$ cat src/design/wmt_pkg.sv
// Shared types, constants and codes for the receive-waiter match table.
package wmt_pkg;

    localparam int SLOTS  = 8;
    localparam int SLOT_W = (SLOTS > 1) ? $clog2(SLOTS) : 1;
    localparam int CNT_W  = $clog2(SLOTS + 1);

    localparam logic [3:0] ACTIVE_RST = 4'd8;

    typedef enum logic [1:0] {
        CMD_ARM  = 2'd0,
        CMD_PKT  = 2'd1,
        CMD_POLL = 2'd2
    } cmd_t;

    typedef enum logic [2:0] {
        ST_ARMED   = 3'd0,
        ST_MATCHED = 3'd1,
        ST_MISSED  = 3'd2,
        ST_WAITING = 3'd3,
        ST_IDLE    = 3'd4
    } status_t;

    typedef enum logic [1:0] {
        S_IDLE,
        S_DISPATCH,
        S_EVAL,
        S_DONE
    } state_t;

    typedef struct packed {
        logic [1:0]  cmd;
        logic [2:0]  slot;
        logic [15:0] dest_port;
        logic [63:0] addr_high;
        logic [63:0] addr_low;
        logic [15:0] src_port;
        logic [15:0] capacity;
        logic [15:0] pkt_len;
        logic [63:0] now;
        logic [63:0] span;
    } req_t;

    typedef struct packed {
        status_t     status;
        logic [2:0]  hit_slot;
        logic [15:0] xfer_len;
        logic [63:0] from_addr_high;
        logic [63:0] from_addr_low;
        logic [15:0] from_port;
    } rsp_t;

    // One waiter record as held in the slot memory.
    typedef struct packed {
        logic [15:0] want_dport;
        logic [63:0] want_addr_high;
        logic [63:0] want_addr_low;
        logic [15:0] want_sport;
        logic [15:0] buf_cap;
        logic [63:0] start_time;
        logic [63:0] wait_span;
    } entry_t;

    typedef struct packed {
        logic              wr_en;
        logic [SLOT_W-1:0] wr_addr;
        logic              rd_en;
        logic [SLOT_W-1:0] rd_addr;
        logic              clr_wait;
        logic [SLOT_W-1:0] clr_addr;
    } store_ctrl_t;

    typedef struct packed {
        logic        hit;
        logic        timed_out;
        logic [15:0] xfer_len;
    } match_t;

endpackage

$ cat src/design/wmt_store.sv
// Slot memory of waiter records plus the per-slot waiting flags.
module wmt_store
    import wmt_pkg::*;
(
    input  logic              clk,
    input  logic              rst_n,
    input  store_ctrl_t       ctrl,
    input  entry_t            wdata,
    output entry_t            rdata,
    output logic [SLOTS-1:0]  waiting
);

    entry_t           mem [SLOTS];
    entry_t           rdata_reg;
    logic [SLOTS-1:0] waiting_reg;
    logic [SLOTS-1:0] waiting_next;

    always_ff @(posedge clk)
    begin
        if (ctrl.wr_en)
        begin
            mem[ctrl.wr_addr] <= wdata;
        end
        if (ctrl.rd_en)
        begin
            rdata_reg <= mem[ctrl.rd_addr];
        end
    end

    // An arm marks its slot waiting; a match or a timeout clears it.
    always_comb
    begin
        waiting_next = waiting_reg;
        if (ctrl.wr_en)
        begin
            waiting_next[ctrl.wr_addr] = 1'b1;
        end
        if (ctrl.clr_wait)
        begin
            waiting_next[ctrl.clr_addr] = 1'b0;
        end
    end

    always_ff @(posedge clk or negedge rst_n)
    begin
        if (!rst_n)
        begin
            waiting_reg <= '0;
        end
        else
        begin
            waiting_reg <= waiting_next;
        end
    end

    assign rdata   = rdata_reg;
    assign waiting = waiting_reg;

endmodule

$ cat src/design/wmt_match.sv
// Shared compare unit: wildcard filter match, copy length and timeout test.
module wmt_match
    import wmt_pkg::*;
(
    input  entry_t      entry,
    input  logic [15:0] dest_port,
    input  logic [63:0] addr_high,
    input  logic [63:0] addr_low,
    input  logic [15:0] src_port,
    input  logic [15:0] pkt_len,
    input  logic [63:0] now,
    output match_t      result
);

    logic        port_ok;
    logic        addr_ok;
    logic        sport_ok;
    logic [63:0] elapsed;

    // A zero filter value matches anything.
    assign port_ok  = (entry.want_dport == '0) || (entry.want_dport == dest_port);
    assign addr_ok  = ((entry.want_addr_high == '0) && (entry.want_addr_low == '0)) ||
                      ((entry.want_addr_high == addr_high) && (entry.want_addr_low == addr_low));
    assign sport_ok = (entry.want_sport == '0) || (entry.want_sport == src_port);

    assign elapsed = now - entry.start_time;

    assign result.hit       = port_ok && addr_ok && sport_ok;
    assign result.timed_out = (elapsed >= entry.wait_span);
    assign result.xfer_len  = (pkt_len < entry.buf_cap) ? pkt_len : entry.buf_cap;

endmodule

$ cat src/design/udp_waiter_match_table.sv
// Top level of the receive-waiter match table: sequencer, config and result register.
//
// Each item on the req channel is one command: arm a slot with a waiter's
// filters, look up an arriving packet, or poll a slot for timeout. Every item
// yields exactly one result item on the rsp channel. Both channels use a
// valid/ready handshake; cfg_we writes the scan count active_slots at once.
//
// An item is worked on alone. Arm, unknown commands and out-of-range slots
// pass from acceptance through the dispatch and done states; a poll also
// passes through the evaluate state. A packet lookup reads one slot a cycle
// from the slot memory through the single compare unit, scanning slots up
// to the first match (at most min(active_slots, 8) of them). req_ready
// rises again in the same cycle as the result appears in the output
// register, so the next item is taken while that result waits.
//
// If the receiver stalls, the result stays in the output register; a
// following item is worked on, and its result waits until the register is
// taken. Reset clears all waiting flags and sets active_slots to 8; slot
// records are not cleared since a record is only used while its slot is waiting.
module udp_waiter_match_table
    import wmt_pkg::*;
(
    input  logic       clk,
    input  logic       rst_n,
    input  logic       cfg_we,
    input  logic [3:0] cfg_wdata,
    input  logic       req_valid,
    output logic       req_ready,
    input  req_t       req,
    output logic       rsp_valid,
    input  logic       rsp_ready,
    output rsp_t       rsp
);

    state_t            state_reg, state_next;
    req_t              item_reg, item_next;
    rsp_t              res_reg, res_next;
    rsp_t              rsp_reg, rsp_next;
    logic              rsp_valid_reg, rsp_valid_next;
    logic [3:0]        active_reg;
    logic [CNT_W-1:0]  idx_reg, idx_next;
    logic [CNT_W-1:0]  limit_reg, limit_next;
    logic [CNT_W-1:0]  limit_calc;
    logic [CNT_W-1:0]  idx_inc;
    logic [SLOT_W-1:0] slot_idx;
    logic [SLOT_W-1:0] scan_idx;
    logic              slot_ok;
    store_ctrl_t       ctrl;
    entry_t            wdata;
    entry_t            rdata;
    logic [SLOTS-1:0]  waiting;
    match_t            mres;

    // The scan count is clamped to the table size.
    assign limit_calc = (32'(active_reg) > SLOTS) ? CNT_W'(SLOTS) : CNT_W'(active_reg);
    assign slot_ok    = (32'(item_reg.slot) < SLOTS);
    assign slot_idx   = SLOT_W'(item_reg.slot);
    assign scan_idx   = idx_reg[SLOT_W-1:0];
    assign idx_inc    = CNT_W'(idx_reg + 1'b1);

    assign wdata.want_dport     = item_reg.dest_port;
    assign wdata.want_addr_high = item_reg.addr_high;
    assign wdata.want_addr_low  = item_reg.addr_low;
    assign wdata.want_sport     = item_reg.src_port;
    assign wdata.buf_cap        = item_reg.capacity;
    assign wdata.start_time     = item_reg.now;
    assign wdata.wait_span      = item_reg.span;

    wmt_store u_store (
        .clk     (clk),
        .rst_n   (rst_n),
        .ctrl    (ctrl),
        .wdata   (wdata),
        .rdata   (rdata),
        .waiting (waiting)
    );

    wmt_match u_match (
        .entry     (rdata),
        .dest_port (item_reg.dest_port),
        .addr_high (item_reg.addr_high),
        .addr_low  (item_reg.addr_low),
        .src_port  (item_reg.src_port),
        .pkt_len   (item_reg.pkt_len),
        .now       (item_reg.now),
        .result    (mres)
    );

    assign req_ready = (state_reg == S_IDLE);
    assign rsp_valid = rsp_valid_reg;
    assign rsp       = rsp_reg;

    always_comb
    begin
        state_next     = state_reg;
        item_next      = item_reg;
        res_next       = res_reg;
        rsp_next       = rsp_reg;
        rsp_valid_next = rsp_valid_reg && !rsp_ready;
        idx_next       = idx_reg;
        limit_next     = limit_reg;
        ctrl           = '0;

        case (state_reg)
            S_IDLE:
            begin
                if (req_valid)
                begin
                    item_next  = req;
                    state_next = S_DISPATCH;
                end
            end

            S_DISPATCH:
            begin
                res_next          = '0;
                res_next.hit_slot = item_reg.slot;
                res_next.status   = ST_IDLE;
                state_next        = S_DONE;
                case (item_reg.cmd)
                    CMD_ARM:
                    begin
                        if (slot_ok)
                        begin
                            ctrl.wr_en      = 1'b1;
                            ctrl.wr_addr    = slot_idx;
                            res_next.status = ST_ARMED;
                        end
                    end
                    CMD_POLL:
                    begin
                        if (slot_ok)
                        begin
                            ctrl.rd_en   = 1'b1;
                            ctrl.rd_addr = slot_idx;
                            state_next   = S_EVAL;
                        end
                    end
                    CMD_PKT:
                    begin
                        res_next.hit_slot = '0;
                        limit_next        = limit_calc;
                        idx_next          = '0;
                        if (limit_calc == '0)
                        begin
                            res_next.status = ST_MISSED;
                        end
                        else
                        begin
                            ctrl.rd_en   = 1'b1;
                            ctrl.rd_addr = '0;
                            state_next   = S_EVAL;
                        end
                    end
                    default:
                    begin
                        res_next.hit_slot = '0;
                    end
                endcase
            end

            S_EVAL:
            begin
                if (item_reg.cmd == CMD_POLL)
                begin
                    state_next = S_DONE;
                    if (waiting[slot_idx] && mres.timed_out)
                    begin
                        ctrl.clr_wait   = 1'b1;
                        ctrl.clr_addr   = slot_idx;
                        res_next.status = ST_IDLE;
                    end
                    else if (waiting[slot_idx])
                    begin
                        res_next.status = ST_WAITING;
                    end
                    else
                    begin
                        res_next.status = ST_IDLE;
                    end
                end
                else
                begin
                    // Packet scan: one slot record per cycle.
                    if (waiting[scan_idx] && mres.hit)
                    begin
                        ctrl.clr_wait           = 1'b1;
                        ctrl.clr_addr           = scan_idx;
                        res_next.status         = ST_MATCHED;
                        res_next.hit_slot       = 3'(idx_reg);
                        res_next.xfer_len       = mres.xfer_len;
                        res_next.from_addr_high = item_reg.addr_high;
                        res_next.from_addr_low  = item_reg.addr_low;
                        res_next.from_port      = item_reg.src_port;
                        state_next              = S_DONE;
                    end
                    else if (idx_inc == limit_reg)
                    begin
                        res_next.status = ST_MISSED;
                        state_next      = S_DONE;
                    end
                    else
                    begin
                        idx_next     = idx_inc;
                        ctrl.rd_en   = 1'b1;
                        ctrl.rd_addr = idx_inc[SLOT_W-1:0];
                    end
                end
            end

            S_DONE:
            begin
                if (!rsp_valid_reg || rsp_ready)
                begin
                    rsp_next       = res_reg;
                    rsp_valid_next = 1'b1;
                    state_next     = S_IDLE;
                end
            end

            default:
            begin
                state_next = S_IDLE;
            end
        endcase
    end

    always_ff @(posedge clk or negedge rst_n)
    begin
        if (!rst_n)
        begin
            state_reg     <= S_IDLE;
            rsp_valid_reg <= 1'b0;
            active_reg    <= ACTIVE_RST;
            idx_reg       <= '0;
            limit_reg     <= '0;
        end
        else
        begin
            state_reg     <= state_next;
            rsp_valid_reg <= rsp_valid_next;
            idx_reg       <= idx_next;
            limit_reg     <= limit_next;
            if (cfg_we)
            begin
                active_reg <= cfg_wdata;
            end
        end
    end

    always_ff @(posedge clk)
    begin
        item_reg <= item_next;
        res_reg  <= res_next;
        rsp_reg  <= rsp_next;
    end

    // The packet scan never runs past the clamped scan count.
    a_scan_bound: assert property (@(posedge clk) disable iff (!rst_n)
        (state_reg == S_EVAL && item_reg.cmd == CMD_PKT) |-> (idx_reg < limit_reg))
        else $error("packet scan index beyond scan count");

    // A matched slot is no longer waiting afterwards.
    a_match_clears: assert property (@(posedge clk) disable iff (!rst_n)
        (state_reg == S_EVAL && item_reg.cmd == CMD_PKT && waiting[scan_idx] && mres.hit)
        |=> !waiting[$past(scan_idx)])
        else $error("matched slot still waiting");

    // An arm of a valid slot leaves that slot waiting.
    a_arm_sets: assert property (@(posedge clk) disable iff (!rst_n)
        (state_reg == S_DISPATCH && item_reg.cmd == CMD_ARM && slot_ok)
        |=> waiting[$past(slot_idx)])
        else $error("armed slot not waiting");

    // A finished result waits while the output register is still occupied.
    a_done_holds: assert property (@(posedge clk) disable iff (!rst_n)
        (state_reg == S_DONE && rsp_valid_reg && !rsp_ready) |=> (state_reg == S_DONE))
        else $error("result overwrote a pending output item");

endmodule
$ cat config.mk
export PLATFORM = sky130hd
export DESIGN_NAME = udp_waiter_match_table
export DESIGN_NICKNAME = d
export VERILOG_FILES = /design/src/design/wmt_pkg.sv /design/src/design/wmt_store.sv /design/src/design/wmt_match.sv /design/src/design/udp_waiter_match_table.sv
export SDC_FILE = /design/constraint.sdc
export NUM_CORES = 2
export LEC_CHECK = 0
export BUFFER_PORTS_ARGS = -buffer_cell sky130_fd_sc_hd__buf_2
export CORE_UTILIZATION = 55
export DETAILED_ROUTE_END_ITERATION = 12
export GPL_TIMING_DRIVEN = 0
export PLACE_DENSITY = 0.84
export SYNTH_ARGS = -nofsm -noshare
export SYNTH_HDL_FRONTEND = slang
export SYNTH_SLANG_ARGS = --single-unit
$ cat constraint.sdc
create_clock -name clk -period 40 [get_ports clk]
set_input_delay 4 -clock clk [delete_from_list [all_inputs] [get_ports clk]]
set_output_delay 4 -clock clk [all_outputs]
set_load 0.01 [all_outputs]
==> reports/metrics.yaml <==
die:
  start_util: 0.5541
  die_area_um2: 250000
  num_rows: 182
  io_pins: 502
  core_area_um2: 246200
  fp.dieH_um: 500.0
  die_x_um: 500.0
route:
  viasPerCell: 6.368
  dr.pass1.iters: 10
  via_count: 82900
  ant_nets: 0
  routedWlPerCell_um: 28.47
  drc: 0
  drt_wl_total_mm: 370.6
  drt_first_iter_violations: 12100
setup_path:
  critPathLaunchType: "flip-flop"
  crit_arrival_ps: 8930
  cp.required_ps: 40850
  max_stage_delay_ps: 880
  crit_path_end_kind: "flip-flop"
  worst-setup-path-type: "reg2reg"
  crit_slowest_cell: "a211oi_1"
  cp_max_fo: 9
timing:
  rsz0062_at_grt: "false"
  finalCriticalPeriod_ps: 8086
  min_period_over_period: 0.2021
  tns_ps: 0
  worstMarginPinSlew_ps: 1661
  clock_skew_ps: 105.2
  slew_viol_final: 33
  max_freq_mhz: 123.7
  hold_violations: 0
  slew_headroom: -0.1076
  setup_viol: 0
synthesis:
  synth_edf_count: 3393
  syn_area_um2: 136400
  yosysUniqueCellTypes: 69
  synth_ff_type: "edfxtp_1"
  synth_area_per_cell_um2: 16.24
  synth_cells: 8402
  ys_warn_count: 0
  synth_fp_nets: 8887
  synth-seq-cells: 3416
  async_reset_ff_frac: 0.006733
  ys_seq_area_frac: 0.7512
power_and_ir_drop:
  ir_drop_mv: 0.05710
  p_leak_uw: 0.05339
  power_density_nw_per_um2: 71.06
  finalPower_uw: 11160
job:
  cap_violations: 3
cts:
  holdBufCountCts: 0
  clkSinkCount: 3416
  clk_pin_slew_worst_paths_ps: 60
  clockBufferDepth: 4
  cts_root_buf: "clkbuf_16"
  postCtsSetupBuffers: 0
  cts_tree: "done"
  cts_buffers: 355
  clock_latency_ps: 1010
  cts_resized: 0
  htree_levels: 5
cells_and_area:
  fill_cells: 15950
  largest_reg_flops: 2432
  area_growth_syn_to_layout_pct: 15.18
  drive_above_1_share: 0.1382
  nets: 9911
placed_design:
  gp_congestion: 0.9404
  dp_hpwl_mm: 243.9
  numPortBuffers: 501
grt:
  grt_pass1_vias: 82190
  gr-total-overflow: 0
  track_usage: 0.2900
  grt_pass1_wl_mm: 534.1
  antenna_found_initial: 34
  grt_start_max_net_pins: 93
hold_path:
  hp-class: "reg2reg"
run_status:
  violations: "max-capacitance violations, max-slew violations"
  status: "complete, but fails checks"
## layout make-up
class | count | area (µm²) | share of cell area
buffer | 487 | 2223 | 0.01415
multi-input combinational | 4326 | 31170 | 0.1984
clock inverter | 198 | 1710 | 0.01089
tap | 3312 | 4144 | 0.02638
clock buffer | 425 | 9295 | 0.05916
antenna | 13 | 32.53 | 0.0002071
inverter | 173 | 649.4 | 0.004133
sequential | 3416 | 102500 | 0.6522
timing repair buffer | 667 | 5423 | 0.03451
## synth_stat cells, types with 11 or more instances
cell type	n	area (µm²)
a211oi_1	320	2402
a21o_1	51	382.9
a21oi_1	87	435.4
a22o_1	306	2680
a311oi_1	304	2663
and2_1	157	982.2
and3_1	318	1989
buf_2	112	560.5
buf_6	29	326.6
clkbuf_1	338	1269
dfrtp_1	22	550.5
edfxtp_1	3393	101900
ha_1	150	1877
inv_1	173	649.4
mux2i_1	625	6256
nand2_1	684	2567
nand2b_1	627	3923
nand3_1	26	130.1
nand4_1	70	437.9
nor2_1	68	255.2
nor2b_1	32	200.2
nor3_1	11	55.05
nor4_1	65	406.6
o211ai_1	16	120.1
o21a_1	12	90.09
o21ai_0	70	350.3
o21bai_1	12	90.09
o22ai_1	12	75.07
xnor2_1	142	1244
xor2_1	75	656.9
## logic make-up after synthesis
logic type / count (synthesis) / synth area share
adders and majority gates: 151 / 0.01391
AOI/OAI and AO/OA: 1243 / 0.07144
xor gates and xnor gates: 217 / 0.01393
buffers and inverters: 660 / 0.02098
and+or+nand+nor: 2079 / 0.08149
DFF: 3416 / 0.7512
muxes: 636 / 0.04710
## routing by layer
metal / share of wire / global-route usage
met5: 0.00050 / 0
met4: 0.062 / 0.1630
met3: 0.12 / 0.06624
met2: 0.45 / 0.4406
met1: 0.37 / 0.3879
## critical path, delay by kind of cell, from the launching register on
| kind | cells | cell delay, ps |
|---|---|---|
| buffers and inverters | 2 | 170 |
| XOR/XNOR | 1 | 170 |
| flip-flops | 1 | 520 |
| AND/OR/NAND/NOR | 5 | 1450 |
| adder cells (fa/ha/maj) | 3 | 890 |
| AO/OA/AOI/OAI | 14 | 4720 |
## stage by stage
step,instances,instance area (µm²),utilization,worst slack (ps),hold WS (ps)
final,13020,157100,0.6382,31910,396.7
after global routing,13010,157100,0.6382,31930,412.9
after CTS,13000,157100,0.6381,32270,402.7
after detailed placement,12380,146100,0.5934,32420,404.5
after global placement,12220,143100,0.5812,-1125,401.2
after floorplan,8402,136400,-,17010,400.3
## report_power, final
group,leakage [µW],switching [µW],internal (µW)
Combinational,0.0169,2170,979
Sequential,0.0311,282,4560
Clock,0.00537,1350,1830
## placed cells by master (no fill, tap or decap), types with 16 or more instances in the layout
cell type  count
and2_1       155
dfrtp_1       22
clkinv_1      82
nor2b_1       32
buf_12        64
a211oi_1     320
a21oi_1       87
xor2_1        75
clkbuf_16    362
buf_16        28
clkinv_2      56
o211ai_1      16
edfxtp_1    3393
nand2_1      684
nor2_1        61
xnor2_1      142
a21o_1        51
a311oi_1     304
and3_1       318
nand2b_1     627
clkbuf_1     392
nor4_1        65
buf_2        613
nand3_1       26
o21ai_0       70
buf_6         89
nand4_1       70
a22o_1       306
mux2i_1      625
inv_1        173
bufinv_16     28
ha_1         150
## worst paths after layout
kind | startpoint | endpoint | slack [ps] | depth (start not counted)
worst max-delay path | item_reg[64] | u_store.waiting[3] | 31910 | 25
worst min-delay path | res_reg[112] | rsp[112] | 400 | 0
worst max register to register | item_reg[64] | u_store.waiting[3] | 31910 | 25
worst min register to register | res_reg[112] | rsp[112] | 400 | 0
max in group asynchronous | rst_n | u_store.waiting[0] | 36420 | 1
min in group asynchronous | rst_n | u_store.waiting[1] | 3100 | 1
Power figures use the tool's default switching activity.
